<file path="config.mk">
export PLATFORM = sky130hd
export DESIGN_NAME = page_table_walker_4k_top
export DESIGN_NICKNAME = d
export VERILOG_FILES = /design/src/rtl/ptw_pkg.sv /design/src/rtl/ptw_front.sv /design/src/rtl/ptw_queue.sv /design/src/rtl/ptw_back.sv /design/src/rtl/page_table_walker_4k_top.sv
export SDC_FILE = /design/constraint.sdc
export NUM_CORES = 1
export LEC_CHECK = 0
export BUFFER_PORTS_ARGS = -buffer_cell sky130_fd_sc_hd__buf_2
export CAP_MARGIN = 20
export CORE_ASPECT_RATIO = 0.5
export CORE_MARGIN = 1
export CORE_UTILIZATION = 47
export DETAILED_ROUTE_END_ITERATION = 8
export GPL_TIMING_DRIVEN = 0
export PLACE_DENSITY_LB_ADDON = 0.1
export RECOVER_POWER = 50
export SETUP_SLACK_MARGIN = 0.4
export SLEW_MARGIN = 0
export SYNTH_ARGS = -nofsm -noshare
export SYNTH_HDL_FRONTEND = slang
export SYNTH_SLANG_ARGS = --single-unit
export TNS_END_PERCENT = 20
</file>
<file path="constraint.sdc">
create_clock -name clk -period 7.35 [get_ports clk]
set_input_delay 0 -clock clk [delete_from_list [all_inputs] [get_ports clk]]
set_output_delay 0 -clock clk [all_outputs]
set_load 0.01 [all_outputs]
</file>
<file path="src/rtl/ptw_pkg.sv">
// shared types and constants of the 4 KB granule page table walker
package ptw_pkg;

	localparam int unsigned ADDR_W    = 48;
	localparam int unsigned DESC_W    = 64;
	localparam int unsigned TAG_W     = 4;
	localparam int unsigned LVL_W     = 2;
	localparam int unsigned OFFSET_W  = 6;
	localparam int unsigned IDX_W     = 9;
	localparam int unsigned IN_DATA_W = 120;
	localparam int unsigned OUT_DATA_W = 64;

	localparam int unsigned TAG_SHIFT = 2;
	localparam int unsigned TAG_WIDTH = 4;
	localparam logic [DESC_W-1:0] TAG_MASK = DESC_W'((65'd1 << TAG_WIDTH) - 65'd1);

	localparam logic [OFFSET_W-1:0] VA_OFFSET_RESET = 6'd16;
	localparam logic [2:0] LEVEL_NONE = 3'b111;

	localparam logic [LVL_W-1:0] LVL_0 = 2'd0;
	localparam logic [LVL_W-1:0] LVL_1 = 2'd1;
	localparam logic [LVL_W-1:0] LVL_2 = 2'd2;
	localparam logic [LVL_W-1:0] LVL_3 = 2'd3;

	typedef enum logic [0:0] {
		OP_START    = 1'b0,
		OP_RESPONSE = 1'b1
	} opcode_t;

	typedef enum logic [0:0] {
		REG_TABLE_BASE     = 1'b0,
		REG_VA_SIZE_OFFSET = 1'b1
	} reg_index_t;

	typedef enum logic [2:0] {
		ST_REQUEST    = 3'd0,
		ST_TRANSLATED = 3'd1,
		ST_FAULT      = 3'd2,
		ST_RESERVED   = 3'd3,
		ST_UNREADABLE = 3'd4
	} status_t;

	typedef enum logic [2:0] {
		K_START   = 3'd0,
		K_FAIL    = 3'd1,
		K_INVALID = 3'd2,
		K_TABLE   = 3'd3,
		K_BLOCK   = 3'd4
	} kind_t;

	typedef struct packed {
		logic       read_only;
		logic       user_no_exec;
		logic       priv_no_exec;
		logic       not_global;
		logic       access_flag;
		logic [1:0] shareability;
	} attr_t;

	typedef struct packed {
		kind_t              kind;
		logic [LVL_W-1:0]   start_lvl;
		logic [ADDR_W-1:0]  addr;
		logic [TAG_W-1:0]   tag;
		attr_t              attr;
	} entry_t;

	typedef struct packed {
		status_t            status;
		logic [ADDR_W-1:0]  address;
		logic [TAG_W-1:0]   tag;
		logic [2:0]         level;
		attr_t              attr;
	} result_t;

endpackage

</file>
<file path="src/rtl/ptw_front.sv">
// request intake: decodes opcode and descriptor kind into a queue entry
module ptw_front (
	input  logic                               tvalid,
	output logic                               tready,
	input  logic                               tuser,
	input  logic [ptw_pkg::IN_DATA_W-1:0]      tdata,
	input  logic [ptw_pkg::OFFSET_W-1:0]       va_size_offset,
	input  logic                               full,
	output logic                               push,
	output ptw_pkg::entry_t                    entry
);

	logic [ptw_pkg::ADDR_W-1:0] vaddr;
	logic [ptw_pkg::DESC_W-1:0] desc;
	logic [ptw_pkg::DESC_W-1:0] tag_raw;
	logic                       read_failed;

	assign vaddr       = tdata[47:0];
	assign desc        = tdata[111:48];
	assign read_failed = tdata[112];
	assign tag_raw     = (desc >> ptw_pkg::TAG_SHIFT) & ptw_pkg::TAG_MASK;

	assign tready = !full;
	assign push   = tvalid && !full;

	always_comb begin
		entry = '0;
		entry.tag = tag_raw[ptw_pkg::TAG_W-1:0];
		entry.attr.read_only    = desc[7];
		entry.attr.user_no_exec = desc[54];
		entry.attr.priv_no_exec = desc[53];
		entry.attr.not_global   = desc[11];
		entry.attr.access_flag  = desc[10];
		entry.attr.shareability = desc[9:8];
		// start level from va width 64 - offset
		priority if (va_size_offset < 6'd25) begin
			entry.start_lvl = ptw_pkg::LVL_0;
		end else if (va_size_offset < 6'd34) begin
			entry.start_lvl = ptw_pkg::LVL_1;
		end else if (va_size_offset < 6'd43) begin
			entry.start_lvl = ptw_pkg::LVL_2;
		end else begin
			entry.start_lvl = ptw_pkg::LVL_3;
		end
		if (tuser == ptw_pkg::OP_START) begin
			entry.kind = ptw_pkg::K_START;
			entry.addr = vaddr;
		end else begin
			entry.addr = {desc[47:12], 12'd0};
			priority if (read_failed) begin
				entry.kind = ptw_pkg::K_FAIL;
			end else if (!desc[0]) begin
				entry.kind = ptw_pkg::K_INVALID;
			end else if (desc[1]) begin
				entry.kind = ptw_pkg::K_TABLE;
			end else begin
				entry.kind = ptw_pkg::K_BLOCK;
			end
		end
	end

endmodule

</file>
<file path="src/rtl/ptw_queue.sv">
// small register queue between intake and walk engine
module ptw_queue #(
	parameter int unsigned DEPTH = 2
) (
	input  logic            clk,
	input  logic            arst_n,
	input  logic            push,
	input  ptw_pkg::entry_t wr_entry,
	input  logic            pop,
	output ptw_pkg::entry_t rd_entry,
	output logic            full,
	output logic            empty
);

	localparam int unsigned PW = (DEPTH > 1) ? $clog2(DEPTH) : 1;
	localparam int unsigned CW = $clog2(DEPTH + 1);
	localparam logic [PW-1:0] LAST = PW'(DEPTH - 1);

	ptw_pkg::entry_t mem_q [DEPTH];
	logic [PW-1:0]   wr_ptr_q;
	logic [PW-1:0]   rd_ptr_q;
	logic [CW-1:0]   count_q;

	assign full     = (count_q == CW'(DEPTH));
	assign empty    = (count_q == '0);
	assign rd_entry = mem_q[rd_ptr_q];

	always_ff @(posedge clk) begin
		if (push) begin
			mem_q[wr_ptr_q] <= wr_entry;
		end
	end

	always_ff @(posedge clk or negedge arst_n) begin
		if (!arst_n) begin
			wr_ptr_q <= '0;
			rd_ptr_q <= '0;
			count_q  <= '0;
		end else begin
			if (push) begin
				wr_ptr_q <= (wr_ptr_q == LAST) ? '0 : wr_ptr_q + 1'b1;
			end
			if (pop) begin
				rd_ptr_q <= (rd_ptr_q == LAST) ? '0 : rd_ptr_q + 1'b1;
			end
			unique case ({push, pop})
				2'b10:   count_q <= count_q + 1'b1;
				2'b01:   count_q <= count_q - 1'b1;
				default: count_q <= count_q;
			endcase
		end
	end

endmodule

</file>
<file path="src/rtl/ptw_back.sv">
// walk engine: holds walk state, builds read requests and results
module ptw_back (
	input  logic                           clk,
	input  logic                           arst_n,
	input  logic [ptw_pkg::ADDR_W-1:0]     table_base,
	input  ptw_pkg::entry_t                entry,
	input  logic                           empty,
	output logic                           pop,
	output logic                           out_valid,
	input  logic                           out_ready,
	output ptw_pkg::result_t               out_result
);

	logic                          busy_q;
	logic [ptw_pkg::LVL_W-1:0]     level_q;
	logic [ptw_pkg::ADDR_W-1:0]    held_vaddr_q;
	logic [ptw_pkg::ADDR_W-1:0]    table_q;
	logic                          out_valid_q;
	ptw_pkg::result_t              out_q;

	logic                          is_start;
	logic                          descend;
	logic [ptw_pkg::LVL_W-1:0]     req_lvl;
	logic [ptw_pkg::ADDR_W-1:0]    req_vaddr;
	logic [ptw_pkg::ADDR_W-1:0]    req_base;
	logic [ptw_pkg::IDX_W-1:0]     req_idx;
	logic [ptw_pkg::ADDR_W-1:0]    req_addr;
	logic [ptw_pkg::ADDR_W-1:0]    leaf_mask;
	logic                          res_valid;
	logic                          ends_walk;
	ptw_pkg::result_t              res;

	assign pop       = !empty && (!out_valid_q || out_ready);
	assign is_start  = (entry.kind == ptw_pkg::K_START);
	assign descend   = busy_q && (entry.kind == ptw_pkg::K_TABLE) &&
		(level_q != ptw_pkg::LVL_3);
	assign req_lvl   = is_start ? entry.start_lvl : level_q + 1'b1;
	assign req_vaddr = is_start ? entry.addr : held_vaddr_q;
	assign req_base  = is_start ? table_base : entry.addr;
	assign req_addr  = req_base + {36'd0, req_idx, 3'd0};

	always_comb begin
		unique case (req_lvl)
			ptw_pkg::LVL_0: req_idx = req_vaddr[47:39];
			ptw_pkg::LVL_1: req_idx = req_vaddr[38:30];
			ptw_pkg::LVL_2: req_idx = req_vaddr[29:21];
			default:        req_idx = req_vaddr[20:12];
		endcase
		unique case (level_q)
			ptw_pkg::LVL_0: leaf_mask = 48'h007F_FFFF_FFFF;
			ptw_pkg::LVL_1: leaf_mask = 48'h0000_3FFF_FFFF;
			ptw_pkg::LVL_2: leaf_mask = 48'h0000_001F_FFFF;
			default:        leaf_mask = 48'h0000_0000_0FFF;
		endcase
	end

	always_comb begin
		res       = '0;
		res_valid = 1'b1;
		ends_walk = 1'b1;
		res.level = {1'b0, level_q};
		if (is_start || descend) begin
			res.status = ptw_pkg::ST_REQUEST;
			res.address = req_addr;
			res.level = {1'b0, req_lvl};
			ends_walk = 1'b0;
		end else if (!busy_q) begin
			res_valid = 1'b0;
			ends_walk = 1'b0;
		end else begin
			unique case (entry.kind)
				ptw_pkg::K_FAIL: begin
					res.status = ptw_pkg::ST_UNREADABLE;
					res.level = ptw_pkg::LEVEL_NONE;
				end
				ptw_pkg::K_INVALID: begin
					res.status = ptw_pkg::ST_FAULT;
					res.tag = entry.tag;
				end
				ptw_pkg::K_BLOCK: begin
					if (level_q == ptw_pkg::LVL_3) begin
						res.status = ptw_pkg::ST_RESERVED;
					end else begin
						res.status = ptw_pkg::ST_TRANSLATED;
						res.address = entry.addr | (held_vaddr_q & leaf_mask);
						res.attr = entry.attr;
					end
				end
				default: begin
					// page at level 3
					res.status = ptw_pkg::ST_TRANSLATED;
					res.address = entry.addr | (held_vaddr_q & leaf_mask);
					res.attr = entry.attr;
				end
			endcase
		end
	end

	always_ff @(posedge clk or negedge arst_n) begin
		if (!arst_n) begin
			busy_q       <= 1'b0;
			level_q      <= '0;
			held_vaddr_q <= '0;
			table_q      <= '0;
			out_valid_q  <= 1'b0;
		end else begin
			if (pop) begin
				if (is_start || descend) begin
					busy_q  <= 1'b1;
					level_q <= req_lvl;
					table_q <= req_base;
				end else if (ends_walk) begin
					busy_q <= 1'b0;
				end
				if (is_start) begin
					held_vaddr_q <= entry.addr;
				end
			end
			if (pop && res_valid) begin
				out_valid_q <= 1'b1;
			end else if (out_ready) begin
				out_valid_q <= 1'b0;
			end
		end
	end

	always_ff @(posedge clk) begin
		if (pop && res_valid) begin
			out_q <= res;
		end
	end

	assign out_valid  = out_valid_q;
	assign out_result = out_q;

	a_start_sets_busy: assert property (@(posedge clk) disable iff (!arst_n)
		pop && is_start |=> busy_q)
		else $error("walk not busy after start");

	a_end_clears_busy: assert property (@(posedge clk) disable iff (!arst_n)
		pop && res_valid && res.status != ptw_pkg::ST_REQUEST |=> !busy_q)
		else $error("walk still busy after final result");

	a_idle_response_dropped: assert property (@(posedge clk) disable iff (!arst_n)
		pop && !busy_q && !is_start |-> !res_valid)
		else $error("result from response while idle");

	a_request_tracks_table: assert property (@(posedge clk) disable iff (!arst_n)
		pop && (is_start || descend) |=> table_q == $past(req_base))
		else $error("table base not captured with request");

endmodule

</file>
<file path="src/rtl/page_table_walker_4k_top.sv">
// Page table walker for a 4 KB granule: intake, request queue and walk engine.
// An accepted request passes through the queue and the result register before its result shows.
// Throughput: one request per cycle while the queue has room; each response is resolved as the engine pops it.
// The result register lets intake continue while a result waits to be taken.
// Reset clears the walk, the queue and the result valid; table_base resets to 0,
// va_size_offset to 16.
module page_table_walker_4k_top #(
	parameter int unsigned QUEUE_DEPTH = 2
) (
	input  logic                               clk,
	input  logic                               arst_n,
	input  logic                               s_axis_tvalid,
	output logic                               s_axis_tready,
	input  logic [ptw_pkg::IN_DATA_W-1:0]      s_axis_tdata,  // vaddr, descriptor, read_failed
	input  logic                               s_axis_tuser,  // opcode
	output logic                               m_axis_tvalid,
	input  logic                               m_axis_tready,
	output logic [ptw_pkg::OUT_DATA_W-1:0]     m_axis_tdata,  // address, tag, level, read_only,
	                                                          // user_no_exec, priv_no_exec,
	                                                          // not_global, access_flag,
	                                                          // shareability
	output logic [2:0]                         m_axis_tuser,  // status
	input  logic                               cfg_we,
	input  logic                               cfg_addr,
	input  logic [ptw_pkg::ADDR_W-1:0]         cfg_wdata
);

	logic [ptw_pkg::ADDR_W-1:0]   table_base_q;
	logic [ptw_pkg::OFFSET_W-1:0] va_size_offset_q;
	logic                         push;
	logic                         pop;
	logic                         full;
	logic                         empty;
	ptw_pkg::entry_t              wr_entry;
	ptw_pkg::entry_t              rd_entry;
	ptw_pkg::result_t             result;

	always_ff @(posedge clk or negedge arst_n) begin
		if (!arst_n) begin
			table_base_q     <= '0;
			va_size_offset_q <= ptw_pkg::VA_OFFSET_RESET;
		end else if (cfg_we) begin
			unique case (ptw_pkg::reg_index_t'(cfg_addr))
				ptw_pkg::REG_TABLE_BASE:     table_base_q <= cfg_wdata;
				ptw_pkg::REG_VA_SIZE_OFFSET: va_size_offset_q <= cfg_wdata[ptw_pkg::OFFSET_W-1:0];
				default:                     table_base_q <= table_base_q;
			endcase
		end
	end

	ptw_front u_front (
		.tvalid         (s_axis_tvalid),
		.tready         (s_axis_tready),
		.tuser          (s_axis_tuser),
		.tdata          (s_axis_tdata),
		.va_size_offset (va_size_offset_q),
		.full           (full),
		.push           (push),
		.entry          (wr_entry)
	);

	ptw_queue #(
		.DEPTH (QUEUE_DEPTH)
	) u_queue (
		.clk      (clk),
		.arst_n   (arst_n),
		.push     (push),
		.wr_entry (wr_entry),
		.pop      (pop),
		.rd_entry (rd_entry),
		.full     (full),
		.empty    (empty)
	);

	ptw_back u_back (
		.clk        (clk),
		.arst_n     (arst_n),
		.table_base (table_base_q),
		.entry      (rd_entry),
		.empty      (empty),
		.pop        (pop),
		.out_valid  (m_axis_tvalid),
		.out_ready  (m_axis_tready),
		.out_result (result)
	);

	assign m_axis_tuser = result.status;
	assign m_axis_tdata = {2'b00, result.attr.shareability, result.attr.access_flag,
		result.attr.not_global, result.attr.priv_no_exec, result.attr.user_no_exec,
		result.attr.read_only, result.level, result.tag, result.address};

endmodule

</file>
==> summary.txt, run 1 <==
GRT
  • Initial antenna violation count: 0
  • Gr ovfl total: 0
  • First-pass GRT wire length: 77900 um
  • Total global-route track usage: 0.332
  • Vias in the first global route: around 12000
  • Largest net degree at the start of global routing: between 60 and 70

Yosys
  • Commonest cells post-synth: edfxtp_1, nand2_1, dfrtp_1, mux2_2, o21ai_0
  • Cells after Synth: between 1000 and 1500
  • Mapped cell area: 0.0149 mm^2
  • Most common cell in the netlist: edfxtp_1
  • Cell taking the most area after synthesis: edfxtp_1
  • Fraction of registers with async set/reset: 0.364
  • Sequential share of the synthesized area: 0.572
  • Top_reg_cell synth: edfxtp_1
  • Syn_area_per_cell: 12.2 um^2
  • EDFF count, synth: 192
  • Synth top area share: 0.387
  • Most area-consuming cells after synthesis: edfxtp_1, dfrtp_1, mux2_2, mux2i_1, o21ai_0
  • Yosys reg bits: 302
  • Netlist cell types: 76
  • Synth Warn #: 0

Route
  • Via count: 12313
  • # DRC: 0
  • Highest metal layer with signal wires: met4
  • Vias per std cell: 5.93
  • Drt pass-1 iters: 5
  • Wire length per cell: 25.9 um
  • Final WL: 53700 um
  • Post-route ant nets: 0
  • Met3 wire len: 5180 um
  • Wl on met1: 24200 um
  • Iter 0 DRT Violations: 1467
  • Wire length on met2: 23400 um

Clock tree
  • Clock transition at path regs: 70 ps
  • CTS Sinks: 302
  • CTS tree: built
  • CTS buffer count: 27
  • # H-tree levels: 1
  • Clock buffer depth: 3
  • Clock Latency Late Sink: about 560 ps
  • Root Driver: clkbuf_16

STA
  • Max frequency: 0.146 GHz
  • Slew Limit Fails: around 180
  • Final period util: 0.934
  • Fin Clk Skew: 12.8 ps
  • RSZ-0062 raised after global routing: false
  • Slew Limit Headroom: -1.55
  • Setup_tns: 0 ps
  • Least-Margin Pin Slew: 3820 ps
  • Endpoints failing hold: 0
  • Fin crit period: between 6000 and 7000 ps
  • # setup viols final: 0
  • Post-layout worst setup margin: roughly 480 ps

Critical path
  • Startpoint Class: register
  • Critical path type: reg -> reg
  • Worst Path Max Fanout: 10
  • CP Data Required Time: 7600 ps
  • Critical path arrival: 7120 ps
  • Setup crit end kind: register

Power and ir drop
  • Net Sw Power: 0.00348 W
  • PwrDens: 424 mW/mm^2
  • Switching part of the total: 0.431
  • Clk pwr share: 0.180
  • LEAKAGE: 7.32 nW
  • Max IR drop VDD: 0.275 mV
  • Logic gate share of total power: 0.479
  • Cell Int Power: 0.00459 W
  • Sequential power share: 0.341

Floorplanning
  • Initial core utilization: 0.485
  • # rows: 45
  • Core area: 0.0307 mm^2
  • Die X: around 250 um
  • Die footprint: 0.0325 mm^2
  • Die height: 128 um
  • Ports: 244

Finish
  • Fraction of layout cells with a size suffix above 1: 0.212
  • Final #Nets: roughly 1800
  • Filler cell count: 2486
  • Sequential cell area: between 0.008 and 0.009 mm^2
  • Area Overhead vs Synth: 27.7%
  • Multi-input logic area: about 0.0061 mm^2

Run
  • Max cap viols: 3

Place
  • Post-place setup slack: -347 ps
  • DPL Wire Length: 39100 um
  • Placer congestion estimate: 0.995
  • Buffers on Ports: about 220

Outcome
  • Failing checks: max-capacitance violations, max-slew violations
  • Status: complete, but fails checks

Hold path
  • HP Class: in -> reg
power groups by stage:
stage | sequential [W] | combinational (W) | clock [W]
2_1_floorplan | 0.00276 | 0.00226 | 0
3_3_place_gp | 0.00277 | 0.00363 | 0
3_5_place_dp | 0.00275 | 0.00368 | 0
4_1_cts | 0.00272 | 0.00379 | 0.00146
5_1_grt | 0.00280 | 0.00411 | 0.00152
6_report | 0.00275 | 0.00386 | 0.00145
metrics by stage:
step	util	cell area (um^2)	hold WS [ps]	power (W)	std cells
2_1_floorplan	-	14900	-296	0.00502	1220
3_3_place_gp	0.538	16500	189	0.00640	1861
3_5_place_dp	0.542	16600	9.10	0.00644	1865
4_1_cts	0.623	19100	0.804	0.00797	2073
5_1_grt	0.619	19000	175	0.00843	2075
6_report	0.619	19000	174	0.00807	2078
sequential cells by signal (all words and copies together) (netlist names):
name and count:
u_back.out_valid 1, table_base_q 48, u_queue.wr_ptr_q 1, u_back.out_result 64
u_back.level_q 2, u_queue.rd_ptr_q 1, u_queue.mem_q 128, u_back.busy_q 1
u_queue.count_q 2, u_back.held_vaddr_q 48, va_size_offset_q 6
placed cells by master, fill, tap and decap left out, types with 10 or more instances in the layout:
master         instances
mux4_2                11
nand2_1              116
buf_2                158
a21boi_0              11
clkbuf_16             28
mux2_2                95
a211oi_1              12
mux2i_1               68
o22ai_1               33
xor2_1                15
nor2b_1               29
nand4_1               12
a22oi_1               10
dlygate4sd3_1        155
inv_1                 11
clkbuf_1             119
o21ai_0               90
dfrtp_1              109
a21oi_1               54
o211ai_1              13
nor2_1                54
xnor2_1               34
edfxtp_1             192
nand3_1               15
ha_1                  14
and3_1                11
worst paths after layout:
path	start	to	slack, ps	depth (start not counted)
hold / removal	s_axis_tdata[51]	u_queue.mem_q[1][8]	170	2
hold reg to reg	u_back.held_vaddr_q[6]	u_back.held_vaddr_q[6]	490	2
setup reg to reg	u_queue.rd_ptr_q	u_back.out_result[55]	480	23
max in group asynchronous	arst_n	table_base_q[35]	1980	3
min in group asynchronous	arst_n	va_size_offset_q[1]	1100	2
setup / recovery	u_queue.rd_ptr_q	u_back.out_result[55]	480	23
what timing repair did:
item,4_1_cts,5_1_grt
hold endpoints to repair,292,0
gates cloned,0,0
buffers inserted,4,0
pin swaps,2,0
hold buffers,155,0
setup endpoints to repair,30,26
gates resized for setup,4,5
logic make-up (layout without fill, tap and decap cells):
logic type                 after synthesis  after routing  synth area share
AOI/OAI and AO/OA                      289            289             0.123
xor gates and xnor gates                49             49            0.0288
adders and majority gates               15             15            0.0131
buffers and inverters                   85            517            0.0250
DFF                                    302            302             0.572
muxes                                  176            176             0.136
other                                    1              5          0.000252
and+or+nand+nor                        302            302             0.103
layout make-up:
| cell class | instances | share of cell area |
|---|---|---|
| clock buffer | 32 | 0.0392 |
| buffer | 73 | 0.0174 |
| inverter | 12 | 0.00250 |
| tap | 423 | 0.0278 |
| timing repair buffer | 383 | 0.139 |
| sequential | 302 | 0.448 |
| antenna | 3 | 0.000394 |
| clock inverter | 17 | 0.00756 |
| multi-input combinational | 833 | 0.318 |
metal layers:
metal,vias to the layer above,GRT usage
met5,-,0
met4,0,0.0677
met3,64,0.0745
met2,597,0.500
met1,6221,0.493
li1,5431,-
worst max-delay path, cell delays in order, from the launching register on:
cell and delay, ps:
dfrtp_1 340, buf_6 150, buf_4 210, buf_2 420, buf_2 500, mux2i_1 450
o21ai_0 320, o21ai_2 280, nor2_1 120, clkbuf_1 300, a211oi_1 440, a211oi_1 100
a21oi_1 260, ha_1 240, fa_1 220, a21o_1 180, a221oi_2 110, a222oi_1 360
buf_4 240, buf_2 300, nand3_1 270, and4bb_2 440, xnor2_1 180, o22ai_1 120
(Power assumes the default switching activity.)
==> run 2, diff against run 1 <==
--- a/config.mk
+++ b/config.mk
@@ -5,6 +5,7 @@
 export SDC_FILE = /design/constraint.sdc
 export NUM_CORES = 1
 export LEC_CHECK = 0
+export ABC_AREA = 1
 export BUFFER_PORTS_ARGS = -buffer_cell sky130_fd_sc_hd__buf_2
 export CAP_MARGIN = 20
 export CORE_ASPECT_RATIO = 0.5
==> run 2 against run 1 <==
The run still ends with max-capacitance violations, max-slew violations left. Via count up 11%. Combinational power up 6.5%. First-iteration DRC count down 13%. Setup slack better by 1500 ps. Sequential share of layout area down 1.4 points. Wire length down 9.4%. Non-clock buffer count up 3.
==> summary.txt, run 2 <==
Route
  • Final WL: 48700 um (-9.4%)
  • Vias per std cell: 5.23 (-12%)
  • Iter 0 DRT Violations: 1277 (-13%)
  • Post-route ant nets: 0 (unchanged)
  • Drt pass-1 iters: 5 (unchanged)
  • Via count: 13645 (+11%)
  • Wire length per cell: 18.7 um (-28%)
  • # DRC: 0 (unchanged)

Finish
  • N_diodes: 0 (-3)
  • Largest Register: u_queue.mem_q
  • Commonest cells after routing, fill and taps aside: nand2_1, edfxtp_1, buf_2
  • Design area: 0.0197 mm^2 (+3.2%)
  • Commonest non-fill, non-tap cell in the layout: nand2_1
  • Fraction of layout cells with a size suffix above 1: 0.152 (-0.0603)
  • Final #Nets: 2345 (+29%)
  • Area Overhead vs Synth: 28.4%
  • Filler cell count: 2790 (+12%)
  • Max reg flops: 128 (unchanged)

Power and ir drop
  • PwrDens: 433 mW/mm^2 (+2.1%)
  • Clk pwr share: 0.208 (+0.028)
  • Sequential power share: 0.309 (-0.032)
  • Logic gate share of total power: 0.483 (+0.004)
  • Switching part of the total: 0.444 (+0.0125)
  • Cell Int Power: 0.00473 W (+3.0%)
  • LEAKAGE: 8.70 nW (+19%)
  • Net Sw Power: 0.00377 W (+8.4%)
  • Max IR drop VDD: 0.189 mV (-31%)

STA
  • Fin crit period: 5400 ps (-1460 ps)
  • RSZ-0062 raised after global routing: false
  • Final period util: 0.735 (-0.199)
  • Slew Limit Headroom: -2.59 (-1.04)
  • Slew Limit Fails: 93 (-47%)
  • Setup_tns: 0 ps (unchanged)
  • Worst Hold Slack: 129 ps (-44.8 ps)
  • Least-Margin Pin Slew: 5380 ps (+1560 ps)
  • Max frequency: 0.185 GHz (+27%)
  • Fin Clk Skew: 16.4 ps (+3.55 ps)
  • Endpoints failing hold: 0 (unchanged)
  • # setup viols final: 0 (unchanged)

Hold path
  • HP Class: in -> reg
  • Hold path start: s_axis_tdata[53]

Yosys
  • Netlist cell types: 51 (-33%)
  • Yosys reg bits: 302 (unchanged)
  • Syn_area_per_cell: 8.79 um^2 (-28%)
  • Most common cell in the netlist: nand2_1
  • Cell taking the most area after synthesis: edfxtp_1
  • EDFF count, synth: 192 (unchanged)
  • Fraction of registers with async set/reset: 0.364 (unchanged)
  • Most area-consuming cells after synthesis: edfxtp_1, dfrtp_1, nand2_1, inv_1, o21ai_0
  • Synth Warn #: 0 (unchanged)
  • Sequential share of the synthesized area: 0.557 (-0.0150)
  • Mapped cell area: 0.0153 mm^2 (+2.7%)
  • Commonest cells post-synth: nand2_1, edfxtp_1, inv_1, nor2_1, o21ai_0
  • Top_reg_cell synth: edfxtp_1
  • Cells after Synth: 1741 (+43%)
  • Synth top area share: 0.377 (-0.0102)

Outcome
  • Status: complete, but fails checks
  • Failing checks: max-capacitance violations, max-slew violations

Critical path
  • Crit. Startpoint: u_queue.rd_ptr_q
  • Setup crit end kind: register
  • Reg-to-Reg Start: u_queue.rd_ptr_q
  • Bufs and invs on worst path: 6 (-1)
  • Critical path type: reg -> reg
  • Worst path slowest cell: ha_1
  • Startpoint Class: register
  • Worst Path Max Fanout: 10 (unchanged)
  • Most used cell, CP: nand2_1
  • Critical path arrival: 5700 ps (-1420 ps)
  • Max incr delay on CP: 440 ps (-60 ps)
  • CP Data Required Time: 7640 ps (+40 ps)
  • CP top delay family: simple AND/OR/NAND/NOR gates

Clock tree
  • Clock buffer depth: 3 (unchanged)
  • Clock transition at path regs: 70 ps (about the same)
  • Clock Latency Late Sink: 600 ps (+40 ps)
  • # H-tree levels: 1 (unchanged)
  • CTS tree: built
  • CTS buffer count: 29 (+7.4%)
  • Setup Buffers After CTS: 0 (-4)
  • Root Driver: clkbuf_16
  • CTS Sinks: 302 (unchanged)

GRT
  • Total global-route track usage: 0.294 (-0.0380)
  • Largest net degree at the start of global routing: 93 (+43%)
  • Vias in the first global route: 12874 (+6.0%)
  • Gr ovfl total: 0 (unchanged)
  • Initial antenna violation count: 0 (unchanged)
  • First-pass GRT wire length: 73600 um (-5.5%)

Floorplanning
  • Initial core utilization: 0.481 (-0.00392)
  • Die footprint: 0.0333 mm^2 (+2.7%)
  • # rows: 46 (+2.2%)
  • Ports: 244 (unchanged)
  • Core area: 0.0318 mm^2 (+3.5%)
  • Die X: 257 um (+1.3%)
  • Die height: 130 um (+1.3%)

Place
  • Area after DPL: 0.0171 mm^2 (+2.7%)
  • Buffers on Ports: 219 (+0.46%)
  • DPL Wire Length: 35300 um (-9.6%)
  • Placer congestion estimate: 0.966 (-2.9%)

Run
  • Max cap viols: 1 (-2)
run 2: cell types whose count changed in the layout (fill, tap and decap cells not counted), sizes merged, moves of 30 or more:
cell	previous run	this run
o21ai	95	130
nor2	54	138
mux2i	69	2
mux2	96	31
xnor2	34	4
nand2	116	653
nand3	15	76
inv	12	155
run 2: per-layer routing:
| layer | routed length [um] | GRT usage | vias to the layer above | part of all wire |
|---|---|---|---|---|
| li1 | - | - | 6579 | - |
| met1 | 22400 | 0.430 | 6506 | 0.46 |
| met2 | 21900 | 0.469 | 505 | 0.45 |
| met3 | 3720 | 0.0464 | 55 | 0.076 |
| met4 | 754 | 0.0543 | 0 | 0.015 |
| met5 | 0 | 0 | - | 0 |
run 2: cell type report:
class	instances	area (um^2)	share of cell area
clock buffer	33	751	0.0382
multi-input combinational	1209	5800	0.295
tap	432	541	0.0275
timing repair buffer	382	2670	0.136
sequential	302	8520	0.434
inverter	154	582	0.0296
buffer	77	422	0.0215
clock inverter	21	368	0.0187
run 2: logic make-up (layout without fill, tap and decap cells):
logic type      count (synthesis)  after routing  share of synthesized area
mux                            33             33                     0.0241
simple gates                  891            891                      0.239
flops                         302            302                      0.557
compound gates                260            260                     0.0969
xor+xnor                        8              8                    0.00458
fa+ha+maj                      15             15                     0.0128
other cells                     1              2                   0.000245
buf+inv                       231            667                     0.0654
run 2: what timing repair did:
action,4_1_cts,5_1_grt
hold endpoints to repair,312,0
gates resized for setup,0,0
hold buffers,157,0
run 2: worst paths after layout:
check | to | cells past startpoint | slack [ps]
setup / recovery | u_back.out_result[44] | 27 | 1950
hold / removal | u_queue.mem_q[0][10] | 2 | 130
setup reg to reg | u_back.out_result[44] | 27 | 1950
hold reg to reg | table_base_q[3] | 2 | 500
max in group asynchronous | u_back.out_valid | 3 | 2210
min in group asynchronous | table_base_q[29] | 3 | 710
run 2: stage by stage:
stage                      util  cells  power [W]  worst slack, ps
final                     0.617   2610    0.00850             1950
after detailed placement  0.537   2399    0.00663             2180
after global placement    0.532   2393    0.00659             1790
after floorplan               -   1742    0.00526             3480
after CTS                 0.622   2610    0.00848             2160
after global routing      0.617   2610    0.00904             1150
run 2: power by group through the flow:
stage                     clock network (W)  logic [W]  registers (W)
after floorplan                           0    0.00254        0.00272
after global placement                    0    0.00391        0.00268
after detailed placement                  0    0.00399        0.00264
after CTS                           0.00179    0.00408        0.00261
after global routing                0.00185    0.00452        0.00268
final                               0.00177    0.00411        0.00262
run 2: worst register-to-register path, cell delays in order (launching register included):
cell and delay, ps:
dfrtp_1 430, inv_2 80, buf_6 140, nand2_2 70
nand2_4 90, nand2_1 110, nor2_2 160, buf_4 250
buf_6 230, nand2_1 90, o21ai_2 170, inv_1 100
nand2_1 230, nor2_1 80, a211oi_1 340, o21ai_0 310
ha_1 440, nand2_1 70, inv_1 70, nand3_1 50
o21ai_0 430, nand4_1 150, nand2_1 210, nand2_1 240
nor2_1 280, nand2_1 80, nand3_1 90, o21ai_1 130
==> run 3, diff against run 2 <==
==> constraint.sdc (replaced) <==
create_clock -name clk -period 5 [get_ports clk]
set_input_delay 0 -clock clk [delete_from_list [all_inputs] [get_ports clk]]
set_output_delay 0 -clock clk [all_outputs]
set_load 0.01 [all_outputs]
==> run 3 against run 2 <==
Clock power grew 47%. Critical path depth shrank 1. Register-to-register slack lost 1400 ps. Via count grew 0.87%. Total power grew 54%. Largest cell class unchanged. Non-clock buffer count grew 14. Sequential cell count is the same. The flow still finishes with violations (max-capacitance violations, max-slew violations). Global-route usage grew 0.16 points. Clock-buffer cell count is the same. Cell area grew 1.9%. Die area is the same.
==> summary.txt, run 3 (synthesis gave the netlist of run 2 again) <==
Place
  • Placer congestion estimate: 0.966 (unchanged)
  • Area after DPL: 0.0171 mm^2 (unchanged)
  • DPL Wire Length: 35300 um (unchanged)
  • Buffers on Ports: 219 (unchanged)

Power and ir drop
  • Switching part of the total: 0.443 (-0.000761)
  • Net Sw Power: 0.00582 W (+54%)
  • Sequential power share: 0.294 (-0.015)
  • Logic gate share of total power: 0.507 (+0.024)
  • PwrDens: 656 mW/mm^2 (+52%)
  • Max IR drop VDD: 0.353 mV (+87%)
  • Cell Int Power: 0.00731 W (+55%)
  • Final Total Pwr: 0.0131 W (+54%)
  • Clk pwr share: 0.199 (-0.009)
  • LEAKAGE: 8.85 nW (+1.7%)

Floorplanning
  • Ports: 244 (unchanged)
  • Initial core utilization: 0.481 (unchanged)
  • Core area: 0.0318 mm^2 (unchanged)
  • Die height: 130 um (unchanged)
  • # rows: 46 (unchanged)
  • Die footprint: 0.0333 mm^2 (unchanged)
  • Die X: 257 um (unchanged)

GRT
  • Initial antenna violation count: 1 (+1)
  • Largest net degree at the start of global routing: 93 (unchanged)
  • Total global-route track usage: 0.296 (+0.00162)
  • Gr ovfl total: 0 (unchanged)
  • First-pass GRT wire length: 74000 um (+0.53%)
  • Vias in the first global route: 12930 (+0.43%)

Finish
  • N_diodes: 0 (unchanged)
  • Area Overhead vs Synth: 30.9%
  • Fraction of layout cells with a size suffix above 1: 0.174 (+0.0223)
  • Final #Nets: 2359 (+0.60%)
  • Max reg flops: 128 (unchanged)
  • Filler cell count: 2741 (-1.8%)
  • Commonest non-fill, non-tap cell in the layout: nand2_1
  • Design area: 0.0200 mm^2 (+1.9%)
  • Largest Register: u_queue.mem_q
  • Commonest cells after routing, fill and taps aside: nand2_1, edfxtp_1, buf_2
  • Final core occ: 0.629 (+0.0118)

Clock tree
  • Clock buffer depth: 3 (unchanged)
  • Root Driver: clkbuf_16
  • Clock transition at path regs: 70 ps (about the same)
  • Clock Latency Late Sink: 590 ps (about the same)
  • CTS Sinks: 302 (unchanged)
  • CTS tree: built
  • CTS buffer count: 29 (unchanged)
  • # H-tree levels: 1 (unchanged)

STA
  • Fin crit period: 4410 ps (-990 ps)
  • # setup viols final: 0 (unchanged)
  • Endpoints failing hold: 0 (unchanged)
  • RSZ-0062 raised after global routing: false
  • Least-Margin Pin Slew: 2540 ps (-2850 ps)
  • Max frequency: 0.227 GHz (+22%)
  • Slew Limit Fails: 93 (unchanged)
  • Slew Limit Headroom: -0.691 (+1.90)
  • Final period util: 0.882 (+0.147)
  • Fin Clk Skew: 12.0 ps (-4.37 ps)
  • Setup_tns: 0 ps (unchanged)

Critical path
  • Critical path type: reg -> reg
  • CP Data Required Time: 5330 ps (-2310 ps)
  • Worst Path Max Fanout: 10 (unchanged)
  • Setup crit end kind: register
  • Critical path arrival: 4740 ps (-960 ps)
  • Startpoint Class: register

Route
  • Vias per std cell: 5.25 (+0.33%)
  • Via count: 13764 (+0.87%)
  • Iter 0 DRT Violations: 1303 (+2.0%)
  • Drt pass-1 iters: 5 (unchanged)
  • # DRC: 0 (unchanged)
  • Wire length per cell: 18.7 um (+0.43%)
  • Post-route ant nets: 0 (unchanged)
  • Final WL: 49200 um (+0.97%)

Hold path
  • HP Class: in -> reg

Run
  • Max cap viols: 1 (unchanged)

Outcome
  • Status: complete, but fails checks
  • Failing checks: max-capacitance violations, max-slew violations
[run 3: path summary, 6_finish.rpt]
check                                 start                     to  slack, ps  cells after the start
setup / recovery           u_queue.rd_ptr_q  u_back.out_result[49]        590                     26
hold / removal             s_axis_tdata[53]   u_queue.mem_q[0][10]        130                      2
setup reg to reg           u_queue.rd_ptr_q  u_back.out_result[49]        590                     26
hold reg to reg             table_base_q[4]        table_base_q[4]        490                      2
max in group asynchronous            arst_n       u_queue.rd_ptr_q       2390                      3
min in group asynchronous            arst_n       table_base_q[29]        710                      3
[run 3: stage by stage]
step / hold WS, ps / instances / worst slack, ps
4_1_cts: 57.5 / 2615 / 401
3_5_place_dp: -140 / 2399 / -166
6_report: 127 / 2624 / 588
2_1_floorplan: -296 / 1742 / 1130
3_3_place_gp: 189 / 2393 / -555
5_1_grt: 116 / 2624 / 380
[run 3: routing by layer]
| metal | part of all wire | routed length (um) | track usage | vias to the layer above |
|---|---|---|---|---|
| li1 | - | - | - | 6614 |
| met1 | 0.46 | 22500 | 0.435 | 6567 |
| met2 | 0.45 | 22000 | 0.471 | 514 |
| met3 | 0.077 | 3790 | 0.0438 | 67 |
| met4 | 0.018 | 867 | 0.0553 | 2 |
| met5 | 0.00073 | 36 | 0 | - |
[run 3: area by class of cell]
| cell class | count | area (um^2) | share of cell area |
|---|---|---|---|
| Multi-Input combinational cell | 1209 | 6020 | 0.301 |
| Clock buffer | 33 | 751 | 0.0375 |
| Tap cell | 432 | 541 | 0.0270 |
| Timing Repair Buffer | 396 | 2780 | 0.139 |
| Sequential cell | 302 | 8520 | 0.425 |
| Clock inverter | 21 | 368 | 0.0184 |
| Inverter | 154 | 588 | 0.0294 |
| Buffer | 77 | 452 | 0.0226 |
[run 3: power by group through the flow]
stage | sequential (W) | combinational (W) | clock, W
after floorplan | 0.00399 | 0.00374 | 0
after global placement | 0.00394 | 0.00575 | 0
after detailed placement | 0.00389 | 0.00587 | 0
after CTS | 0.00384 | 0.00621 | 0.00263
after global routing | 0.00394 | 0.00729 | 0.00272
final | 0.00386 | 0.00666 | 0.00261
[run 3: timing repair]
| item | in CTS | in global routing |
|---|---|---|
| resized for setup | 31 | 41 |
| gates cloned | 0 | 1 |
| hold buffers | 157 | 0 |
| hold endpoints to repair | 312 | 0 |
| setup buffers | 5 | 8 |
| pin swaps | 4 | 10 |
| endpoints found under the setup margin | 35 | 31 |
[run 3: critical path, cell delays in order (launching register included)]
cell	delay (ps)
dfrtp_2	440
inv_2	70
buf_6	140
nand2_2	60
nand2_2	110
nand2_2	90
nor2_2	170
buf_6	160
buf_12	150
nand2_1	100
o21ai_4	170
nand2_4	130
inv_1	150
o211ai_1	200
a41oi_2	380
ha_4	280
a21oi_1	180
nor2_1	60
nor2_1	140
nand2_2	120
buf_4	150
nand3_1	70
nand2_1	200
nand3b_1	160
nand2_1	100
nand2_1	80
nand2_1	80
